==> src/rtl/core/uhb_pkg.sv <==
// uhb_pkg: shared types and constants for the uniform histogram binner.
// Used by uhb_frac_div and uniform_histogram_binner_core; no dependencies.
package uhb_pkg;

  localparam int SAMPLE_W  = 32;  // signed Q16.16 sample
  localparam int WIDTH_W   = 31;  // bin span register, unsigned Q15.16
  localparam int BCNT_W    = 7;   // bin_count register
  localparam int FRAC_W    = 17;  // Q1.16 fraction, one is 2^16
  localparam int EDGE_W    = 37;  // bin upper edge, unsigned Q21.16
  localparam int QUO_BITS  = 17;  // quotient bits the divider produces
  localparam int OUT_DATA_W = 56; // fraction + edge padded to whole bytes

  localparam logic [FRAC_W-1:0] FRAC_ONE = FRAC_W'(65536);

  localparam int CFG_IDX_W = 1;
  localparam logic [CFG_IDX_W-1:0] CFG_BIN_COUNT = 1'b0;
  localparam logic [CFG_IDX_W-1:0] CFG_BIN_SPAN  = 1'b1;

  // Input item kind, carried on in_tuser
  localparam logic KIND_SAMPLE = 1'b0;
  localparam logic KIND_EMIT   = 1'b1;

  // Divider status toward the sequencer
  typedef struct packed {
    logic busy;
    logic done;
  } div_stat_t;

endpackage

==> src/rtl/core/uhb_frac_div.sv <==
// uhb_frac_div: restoring divider, one quotient bit per cycle, for the
// (count*65536 + total/2) / total fraction. Depends on uhb_pkg.
module uhb_frac_div #(
  parameter int COUNT_BITS = 24
) (
  input  logic                         clk,
  input  logic                         rst_n,
  input  logic                         start,
  input  logic [COUNT_BITS-1:0]        count,
  input  logic [COUNT_BITS-1:0]        total,
  output uhb_pkg::div_stat_t           stat,
  output logic [uhb_pkg::QUO_BITS-1:0] quot
);

  localparam int NUM_W = COUNT_BITS + 16;
  localparam int QB    = uhb_pkg::QUO_BITS;
  localparam int CNT_W = $clog2(QB);

  logic [NUM_W-1:0]      num;
  logic [COUNT_BITS:0]   rem_sh;
  logic [COUNT_BITS:0]   rem_sub;
  logic                  ge;
  logic [COUNT_BITS-1:0] rem_r;
  logic [QB-1:0]         shl_r;   // numerator low bits in, quotient bits out
  logic [CNT_W-1:0]      cnt_r;
  logic                  busy_r;
  logic                  done_r;

  // count <= total keeps the quotient within 17 bits, so the top part of
  // the numerator is already below the divisor.
  assign num     = {count, 16'b0} + NUM_W'(total >> 1);
  assign rem_sh  = {rem_r, shl_r[QB-1]};
  assign rem_sub = rem_sh - {1'b0, total};
  assign ge      = (rem_sh >= {1'b0, total});

  always_ff @(posedge clk) begin
    if (!rst_n) begin
      busy_r <= 1'b0;
      done_r <= 1'b0;
      cnt_r  <= '0;
    end else begin
      done_r <= 1'b0;
      if (start) begin
        busy_r <= 1'b1;
        cnt_r  <= '0;
      end else if (busy_r) begin
        cnt_r <= cnt_r + CNT_W'(1);
        if (cnt_r == CNT_W'(QB - 1)) begin
          busy_r <= 1'b0;
          done_r <= 1'b1;
        end
      end
    end
  end

  always_ff @(posedge clk) begin
    if (start) begin
      rem_r <= COUNT_BITS'(num[NUM_W-1:QB]);
      shl_r <= num[QB-1:0];
    end else if (busy_r) begin
      rem_r <= ge ? rem_sub[COUNT_BITS-1:0] : rem_sh[COUNT_BITS-1:0];
      shl_r <= {shl_r[QB-2:0], ge};
    end
  end

  assign stat.busy = busy_r;
  assign stat.done = done_r;
  assign quot      = shl_r;

endmodule

==> src/rtl/core/uniform_histogram_binner_core.sv <==
// uniform_histogram_binner_core: equal-width histogram over Q16.16 samples.
// Sample item: only counted in the total if negative or span zero; otherwise the edges are
// walked to bin k, or to no bin above the top edge. Emit: a 17-step divider run per bin.
// One item at a time; in_tready is high only while the sequencer is idle.
// Reset (rst_n low, synchronous): counts and total read as zero, bin_count 64,
// bin span 1.0; count memory is covered by valid bits. Uses uhb_pkg, uhb_frac_div.
module uniform_histogram_binner_core #(
  parameter int MAX_BINS   = 64,
  parameter int COUNT_BITS = 24
) (
  input  logic                              clk,
  input  logic                              rst_n,
  // input items
  input  logic                              in_tvalid,
  output logic                              in_tready,
  input  logic [uhb_pkg::SAMPLE_W-1:0]      in_tdata,  // [31:0] sample
  input  logic                              in_tuser,  // [0] kind
  // result items
  output logic                              out_tvalid,
  input  logic                              out_tready,
  output logic [uhb_pkg::OUT_DATA_W-1:0]    out_tdata, // [16:0] bin_fraction,
                                                       // [53:17] bin_upper_edge
  output logic                              out_tlast, // last_bin
  // configuration
  input  logic                              cfg_we,
  input  logic [uhb_pkg::CFG_IDX_W-1:0]     cfg_index,
  input  logic [uhb_pkg::WIDTH_W-1:0]       cfg_wdata
);

  localparam int IDX_W = (MAX_BINS > 1) ? $clog2(MAX_BINS) : 1;
  localparam int EW    = uhb_pkg::EDGE_W;
  localparam int FW    = uhb_pkg::FRAC_W;
  localparam logic [COUNT_BITS-1:0] CNT_MAX = '1;

  typedef enum logic [2:0] {
    ST_IDLE,
    ST_SEARCH,   // walk bin edges with the shared adder/comparator
    ST_UPDATE,   // read-modify-write of the hit bin
    ST_EMIT_RD,  // address count memory
    ST_EMIT_LD,  // start divider with the read count
    ST_EMIT_DIV, // wait for quotient
    ST_EMIT_OUT  // hand result to output register
  } state_t;

  state_t state_r;

  // configuration
  logic [uhb_pkg::BCNT_W-1:0]  bin_count_r;
  logic [uhb_pkg::WIDTH_W-1:0] bin_span_r;

  // working registers
  logic [IDX_W-1:0]             k_r;      // current bin index
  logic [EW-1:0]                acc_r;    // running edge (k+1)*w
  logic [uhb_pkg::WIDTH_W-1:0]  sample_r; // non-negative sample magnitude
  logic [COUNT_BITS-1:0]        total_r;
  logic [MAX_BINS-1:0]          vld_r;    // bin entry written since last clear

  // count memory
  logic [COUNT_BITS-1:0] mem [MAX_BINS];
  logic [COUNT_BITS-1:0] mem_q_r;
  logic                  mem_we;
  logic [COUNT_BITS-1:0] cur_cnt;
  logic [COUNT_BITS-1:0] cnt_inc;

  // output register
  logic                  out_tvalid_r;
  logic [FW-1:0]         out_frac_r;
  logic [EW-1:0]         out_edge_r;
  logic                  out_last_r;

  // shared edge unit
  logic [EW-1:0]         acc_sum;
  logic [EW-1:0]         sample_ext;
  logic                  smp_lt;
  logic                  smp_eq;

  logic [IDX_W-1:0]             last_idx;
  logic [uhb_pkg::BCNT_W-1:0]   bc_m1;
  logic                         in_acc;
  logic                         out_free;
  logic                         out_load;
  logic                         div_start;
  uhb_pkg::div_stat_t           div_stat;
  logic [uhb_pkg::QUO_BITS-1:0] div_quot;
  logic [FW-1:0]                frac_val;

  // bins in use: zero means one, above MAX_BINS clamps
  assign bc_m1 = bin_count_r - uhb_pkg::BCNT_W'(1);
  always_comb begin
    priority if (bin_count_r == '0)
      last_idx = '0;
    else if (bin_count_r > uhb_pkg::BCNT_W'(MAX_BINS))
      last_idx = IDX_W'(MAX_BINS - 1);
    else
      last_idx = IDX_W'(bc_m1);
  end

  assign in_tready = (state_r == ST_IDLE);
  assign in_acc    = in_tvalid && in_tready;
  assign out_free  = !out_tvalid_r || out_tready;
  // a result moves into the output register this cycle
  assign out_load  = (state_r == ST_EMIT_OUT) && out_free;

  assign acc_sum    = acc_r + EW'(bin_span_r);
  assign sample_ext = EW'(sample_r);
  assign smp_lt     = (sample_ext < acc_r);
  assign smp_eq     = (sample_ext == acc_r);

  assign cur_cnt = vld_r[k_r] ? mem_q_r : '0;
  assign cnt_inc = (cur_cnt == CNT_MAX) ? CNT_MAX : cur_cnt + COUNT_BITS'(1);
  assign mem_we  = (state_r == ST_UPDATE);

  assign div_start = (state_r == ST_EMIT_LD);

  // zero total reports zero; clamp to one as a guard
  always_comb begin
    priority if (total_r == '0)
      frac_val = '0;
    else if (div_quot > uhb_pkg::FRAC_ONE)
      frac_val = uhb_pkg::FRAC_ONE;
    else
      frac_val = div_quot;
  end

  uhb_frac_div #(
    .COUNT_BITS (COUNT_BITS)
  ) u_div (
    .clk   (clk),
    .rst_n (rst_n),
    .start (div_start),
    .count (cur_cnt),
    .total (total_r),
    .stat  (div_stat),
    .quot  (div_quot)
  );

  // count memory: one write, one registered read at k_r
  always_ff @(posedge clk) begin
    if (mem_we) begin
      mem[k_r] <= cnt_inc;
    end
    mem_q_r <= mem[k_r];
  end

  // configuration registers
  always_ff @(posedge clk) begin
    if (!rst_n) begin
      bin_count_r <= uhb_pkg::BCNT_W'(64);
      bin_span_r  <= uhb_pkg::WIDTH_W'(65536);
    end else if (cfg_we) begin
      unique case (cfg_index)
        uhb_pkg::CFG_BIN_COUNT: bin_count_r <= cfg_wdata[uhb_pkg::BCNT_W-1:0];
        uhb_pkg::CFG_BIN_SPAN:  bin_span_r  <= cfg_wdata;
        default: ;
      endcase
    end
  end

  // sequencer with registered outputs
  always_ff @(posedge clk) begin
    if (!rst_n) begin
      state_r      <= ST_IDLE;
      total_r      <= '0;
      vld_r        <= '0;
      out_tvalid_r <= 1'b0;
      k_r          <= '0;
      acc_r        <= '0;
    end else begin
      if (out_load) begin
        out_tvalid_r <= 1'b1;
      end else if (out_tvalid_r && out_tready) begin
        out_tvalid_r <= 1'b0;
      end
      unique case (state_r)
        ST_IDLE: begin
          if (in_acc) begin
            k_r   <= '0;
            acc_r <= EW'(bin_span_r);
            if (in_tuser == uhb_pkg::KIND_EMIT) begin
              state_r <= ST_EMIT_RD;
            end else begin
              total_r  <= (total_r == CNT_MAX) ? CNT_MAX : total_r + COUNT_BITS'(1);
              sample_r <= in_tdata[uhb_pkg::WIDTH_W-1:0];
              // negative samples and a zero span only count in the total
              if (!in_tdata[uhb_pkg::SAMPLE_W-1] && (bin_span_r != '0)) begin
                state_r <= ST_SEARCH;
              end
            end
          end
        end
        ST_SEARCH: begin
          priority if (smp_lt) begin
            state_r <= ST_UPDATE;
          end else if (k_r == last_idx) begin
            // top edge belongs to the last bin
            state_r <= smp_eq ? ST_UPDATE : ST_IDLE;
          end else begin
            k_r   <= k_r + IDX_W'(1);
            acc_r <= acc_sum;
          end
        end
        ST_UPDATE: begin
          vld_r[k_r] <= 1'b1;
          state_r    <= ST_IDLE;
        end
        ST_EMIT_RD: begin
          state_r <= ST_EMIT_LD;
        end
        ST_EMIT_LD: begin
          state_r <= ST_EMIT_DIV;
        end
        ST_EMIT_DIV: begin
          if (div_stat.done) begin
            state_r <= ST_EMIT_OUT;
          end
        end
        ST_EMIT_OUT: begin
          if (out_load) begin
            out_frac_r   <= frac_val;
            out_edge_r   <= acc_r;
            out_last_r   <= (k_r == last_idx);
            if (k_r == last_idx) begin
              vld_r   <= '0;
              total_r <= '0;
              state_r <= ST_IDLE;
            end else begin
              k_r     <= k_r + IDX_W'(1);
              acc_r   <= acc_sum;
              state_r <= ST_EMIT_RD;
            end
          end
        end
        default: state_r <= ST_IDLE;
      endcase
    end
  end

  assign out_tvalid = out_tvalid_r;
  assign out_tdata  = uhb_pkg::OUT_DATA_W'({out_edge_r, out_frac_r});
  assign out_tlast  = out_last_r;

  // results appear only from the emit step
  a_out_from_emit: assert property (@(posedge clk) disable iff (!rst_n)
    $rose(out_tvalid_r) |-> $past(state_r == ST_EMIT_OUT))
    else $error("result appeared outside emit");

  // quotient is only taken while the sequencer waits for it
  a_div_done_wait: assert property (@(posedge clk) disable iff (!rst_n)
    div_stat.done |-> (state_r == ST_EMIT_DIV))
    else $error("divider finished while sequencer not waiting");

  // edge walk never passes the last bin in use
  a_search_bound: assert property (@(posedge clk) disable iff (!rst_n)
    (state_r == ST_SEARCH) |-> (k_r <= last_idx))
    else $error("edge walk beyond last bin");

  // starting a division is never done on a busy divider
  a_div_start_idle: assert property (@(posedge clk) disable iff (!rst_n)
    div_start |-> !div_stat.busy)
    else $error("divider restarted while busy");

endmodule

==> config.mk <==
export PLATFORM = sky130hd
export DESIGN_NAME = uniform_histogram_binner_core
export DESIGN_NICKNAME = d
export VERILOG_FILES = /design/src/rtl/core/uhb_pkg.sv /design/src/rtl/core/uhb_frac_div.sv /design/src/rtl/core/uniform_histogram_binner_core.sv
export SDC_FILE = /design/constraint.sdc
export NUM_CORES = 2
export LEC_CHECK = 0
export ABC_AREA = 1
export BUFFER_PORTS_ARGS = -buffer_cell sky130_fd_sc_hd__clkbuf_2
export CORE_MARGIN = 2
export CORE_UTILIZATION = 35
export CTS_CLUSTER_DIAMETER = 60
export DETAILED_ROUTE_END_ITERATION = 12
export PLACE_DENSITY = 0.46
export REMOVE_ABC_BUFFERS = 1
export SLEW_MARGIN = 20
export SYNTH_ARGS = -nofsm -noshare
export SYNTH_HDL_FRONTEND = slang
export SYNTH_SLANG_ARGS = --single-unit
==> constraint.sdc <==
create_clock -name clk -period 9.52 [get_ports clk]
set_input_delay 1.904 -clock clk [delete_from_list [all_inputs] [get_ports clk]]
set_output_delay 1.904 -clock clk [all_outputs]
set_load 0.01 [all_outputs]
==> results <==
- The run finished with clean final reports.
- The cell taking the most area after synthesis is sky130_fd_sc_hd__edfxtp_1.
- The mean number of vias per cell is 5.46.
- After synthesis, the share of cell area in mux cells is 0%.
- The remaining max-slew budget at the tightest pin is between 15 and 20%.
- The data arrival time of the critical path is a little under 6 ns.
- Setup repair after global routing left no endpoint under its margin.
- Summing every instance area after synthesis gives ~75,000 um^2.
- The clock skew after layout is ~0.047 ns.
- The number of distinct library cells after synthesis is 58.
- The multi-input combinational cells in the finished layout cover a total of about 19,000 um^2.
- The number of hold-slack violations in the final timing report was 0.
- The die is roughly 470 um wide.
- The clock network burns approximately a third of the power.
- The floorplan row count is 170.
- The leading register cell type out of synthesis is sky130_fd_sc_hd__edfxtp_1.
- The detailed placer's ending HPWL is approximately 150,000 um.
- Compared with the post-synthesis result, the final layout area differs by 15.3%.
- After routing the design area is 86,700 um^2.
- The most common cell in the synthesized netlist is sky130_fd_sc_hd__edfxtp_1.
- The number of inserted filler cells in the final layout is about 20,000.
- Yosys printed 0 warnings.
- Entering global routing, the biggest net connects approximately 110 pins.
- The share of final-layout standard cells stronger than drive strength 1 is around an eighth.
- The leakage power is approximately 29 nW.
- Summing all placed instances gives a cell area of 80,200 um^2.
- The CTS H-tree depth is 4.
- The clock passes through at most 3 buffers.
- Once the floorplan was initialized, standard cells occupied 35.1% of the core.
- The total overflow left after global routing is 0.
- After clock tree synthesis, the repair step resized 0 gates.
- The number of maximum-capacitance violations is 0.
- The clock reaches the later pin of the worst-skew pair after between 0.8 and 0.9 ns.
- The via count of the first global-routing pass is roughly 49,000.
- The synthesized netlist devotes about a tenth of its cell area to compound gates.
- Of the total synthesized cell area, the portion taken by AND, OR, NAND and NOR gates is 11.7%.
- TritonCTS built the clock tree.
- Averaged over all synthesized cells, the footprint is between 10 and 15 um^2.
- The die covers 219,000 um^2.
- Buffers inserted to repair hold after CTS numbered 0.
- For this run, design rule violations remaining after detail routing come to 0.
- The internal power of the cells totals 15.6 mW.
- In the synthesized netlist the async set-or-reset flop fraction comes to 0%.
- The vias after detailed routing is around 50,000.
- The worst supply voltage drop on vdd is ~160 uV.
- In the final routed layout, each cell accounts on average for ~27 um.
- The clock buffer count from CTS is approximately 200.
- The first detailed-routing pass ran for 5 iterations.
- After layout, the worst path uses 55.8% of the clock period.
- The global routing usage summed across all routing layers is a little under a quarter.
- The number of nets still failing antenna checks after routing is 0.
- The path class of the tightest hold or removal check is flip-flop to flip-flop.
- The maximum net fanout on the critical path is 42.
- Synthesis inferred approximately 1,900 register bits.
- The number of slew-limit violations in the final report came to 0.
- The iteration-0 DRC count of the detailed router is between 4,000 and 5,000.
- The tree is rooted in a sky130_fd_sc_hd__clkbuf_16.
- STA puts the critical path data required time at 10.02 ns.
- The area of the placeable core is approximately 210,000 um^2.
- The register area is 54,000 um^2.
- Of the total power, the share spent switching nets is between 30% and 40%.
- The number of antenna violations at the first check in global routing was 7.
- The kind of end point of the critical path is a flip-flop.
- By area, the combinational part of the netlist is dominated by simple AND/OR/NAND/NOR gates.
- The number of enable flip-flop cells after synthesis is 1,662.
- After clock tree synthesis, the clock-pin slew on the worst setup and hold paths is ~0.06 ns.
- The number of setup violations in the final report is 0.
- The switching power total is approximately 7.0 mW.
- The count of port buffers added during placement is between 100 and 150.
- At the end of the flow, the number of nets in the layout was approximately 6,300.
- The shortest period the worst path allows is about 5.3 ns.
- The share of the Yosys chip area taken by registers is 71.8%.
- The top cell type's share of synthesized area is 66.4%.
- After layout, the design draws a total of 22.5 mW.
- Ranked by instance count, the synthesized netlist is headed by sky130_fd_sc_hd__edfxtp_1, sky130_fd_sc_hd__nand2_1, sky130_fd_sc_hd__inv_1.
- Sorting the synthesized cells by area gives the leading types as sky130_fd_sc_hd__edfxtp_1, sky130_fd_sc_hd__nand2_1, sky130_fd_sc_hd__dfxtp_1, sky130_fd_sc_hd__a221oi_1, sky130_fd_sc_hd__a22oi_1.
- In this run the power density over the cells is 260 nW/um^2.
- The boundary pin count is around 130.
- The slew at the pin closest to its max-slew limit is roughly 1.2 ns.
- The chip height is roughly 470 um.
- After clock tree synthesis, the setup repair step added 0 buffers.
- The critical path in this run is classified as flip-flop to flip-flop.
- The combinational share of power is around a fifth.
- The wire length after detailed routing is 250,000 um.
- The total placed cells including tap cells is ~8,700.
- The synthesized netlist devotes 1.70% of its cell area to adder and majority cells.
- Of the total synthesized cell area, the portion taken by XOR and XNOR cells is less than 1%.
- At the end of routability-driven placement, the weighted congestion stood at ~0.89.
- Synthesis produced a netlist whose cell count is between 5,000 and 6,000.
- The first global-routing pass estimated around 360,000 um of wire.
- The portion of total power attributed to sequential cells is 45.2%.
- The number of clock sinks is 1,867.
- The final instance count without filler cells is 9,112.
- STA classifies the critical path startpoint as a flip-flop.
- The peak clock frequency supported by timing is 0.188 GHz.
registers in the layout, indices dropped and copies added (netlist names), 17 cells and up:
signal / cells
mem: 1536
out_frac_r: 17
u_div.quot: 17
bin_span_r: 31
mem_q_r: 24
acc_r: 37
vld_r: 64
sample_r: 31
total_r: 24
out_edge_r: 37
u_div.rem_r: 24
power by group through the flow:
stage,Sequential (mW),Clock [mW],Combinational (mW)
after global placement,10.3,0,4.64
final,10.2,7.68,4.67
after global routing,10.2,8.16,5.16
after floorplan,10.3,0,2.82
after CTS,10.2,7.83,4.70
after detailed placement,10.3,0,4.68
critical path, cell delays in order, from the launching register on:
cell	delay [ns]
sky130_fd_sc_hd__dfxtp_2	0.31
sky130_fd_sc_hd__buf_4	0.26
sky130_fd_sc_hd__inv_2	0.61
sky130_fd_sc_hd__nand2_1	0.12
sky130_fd_sc_hd__nand3_1	0.12
sky130_fd_sc_hd__nand2_1	0.07
sky130_fd_sc_hd__o21ai_1	0.14
sky130_fd_sc_hd__nand2_1	0.08
sky130_fd_sc_hd__nor2_2	0.16
sky130_fd_sc_hd__nand2_4	0.24
sky130_fd_sc_hd__nand2_1	0.22
sky130_fd_sc_hd__inv_1	0.10
sky130_fd_sc_hd__nand2_1	0.16
sky130_fd_sc_hd__nor2_1	0.09
sky130_fd_sc_hd__nand2_1	0.10
sky130_fd_sc_hd__nor3_2	0.06
sky130_fd_sc_hd__nand2_1	0.43
sky130_fd_sc_hd__buf_4	0.39
sky130_fd_sc_hd__nand3_2	0.63
sky130_fd_sc_hd__buf_4	0.54
worst paths after layout:
check / startpoint / end / slack (ns) / cells after the start
max: k_r[0]$_SDFFE_PN0P_ / mem[22][18]$_DFFE_PP_ / 4.21 / 19
min: acc_r[36]$_SDFFE_PN0P_ / out_edge_r[36]$_DFFE_PP_ / 0.44 / 0
max reg2reg: k_r[0]$_SDFFE_PN0P_ / mem[22][18]$_DFFE_PP_ / 4.21 / 19
min reg2reg: acc_r[36]$_SDFFE_PN0P_ / out_edge_r[36]$_DFFE_PP_ / 0.44 / 0
final cells by class:
| cell class | count | area share, % |
|---|---|---|
| inverter | 371 | 1.63 |
| timing repair buffer | 291 | 2.27 |
| antenna | 15 | 0.0433 |
| clock inverter | 109 | 1.12 |
| multi-input combinational | 3345 | 22.2 |
| sequential | 1867 | 62.3 |
| clock buffer | 276 | 6.33 |
| tap | 2838 | 4.10 |
cell families (layout without fill, tap and decap cells):
group,count (synthesis),count (layout)
DFF,1867,1867
xor gates and xnor gates,59,59
AOI/OAI and AO/OA,1176,1176
and+or+nand+nor,2007,2007
adders and majority gates,101,101
buffers and inverters,664,1047
other,1,17
stage by stage:
stage | setup WS (ns) | util, % | setup TNS, ns | hold WS [ns]
after floorplan | -1.84 | - | -1171.09 | 0.408
after global routing | 3.77 | 40.5 | 0 | 0.448
after CTS | 4.22 | 40.5 | 0 | 0.437
after detailed placement | 4.26 | 37.5 | 0 | 0.420
after global placement | 4.26 | 37.5 | 0 | 0.409
final | 4.21 | 40.5 | 0 | 0.436
layer usage:
metal / GRT usage [%] / wire length [um]
met1: 31.9 / 113000
met2: 36.6 / 117000
met3: 3.18 / 13900
met4: 6.23 / 6130
met5: 0 / 0
layout by cell type, fill, tap and decap left out, drive strengths merged, types with 5 or more instances in the layout:
| master | count |
|---|---|
| nor4 | 25 |
| clkbuf | 402 |
| a21oi | 272 |
| clkinv | 90 |
| a22oi | 210 |
| nand4 | 234 |
| o21a | 14 |
| or2 | 27 |
| xnor2 | 23 |
| nor2 | 247 |
| nand3 | 219 |
| a32oi | 6 |
| bufinv | 13 |
| buf | 165 |
| ha | 99 |
| o211ai | 18 |
| a21o | 5 |
| o21ai | 234 |
| diode | 15 |
| a41oi | 6 |
| nand2 | 1136 |
| edfxtp | 1662 |
| nand3b | 7 |
| inv | 374 |
| a22o | 139 |
| xor2 | 36 |
| a211oi | 20 |
| nor3 | 107 |
| a221oi | 203 |
| a31oi | 17 |
| dfxtp | 205 |
(Power assumes the default switching activity.)
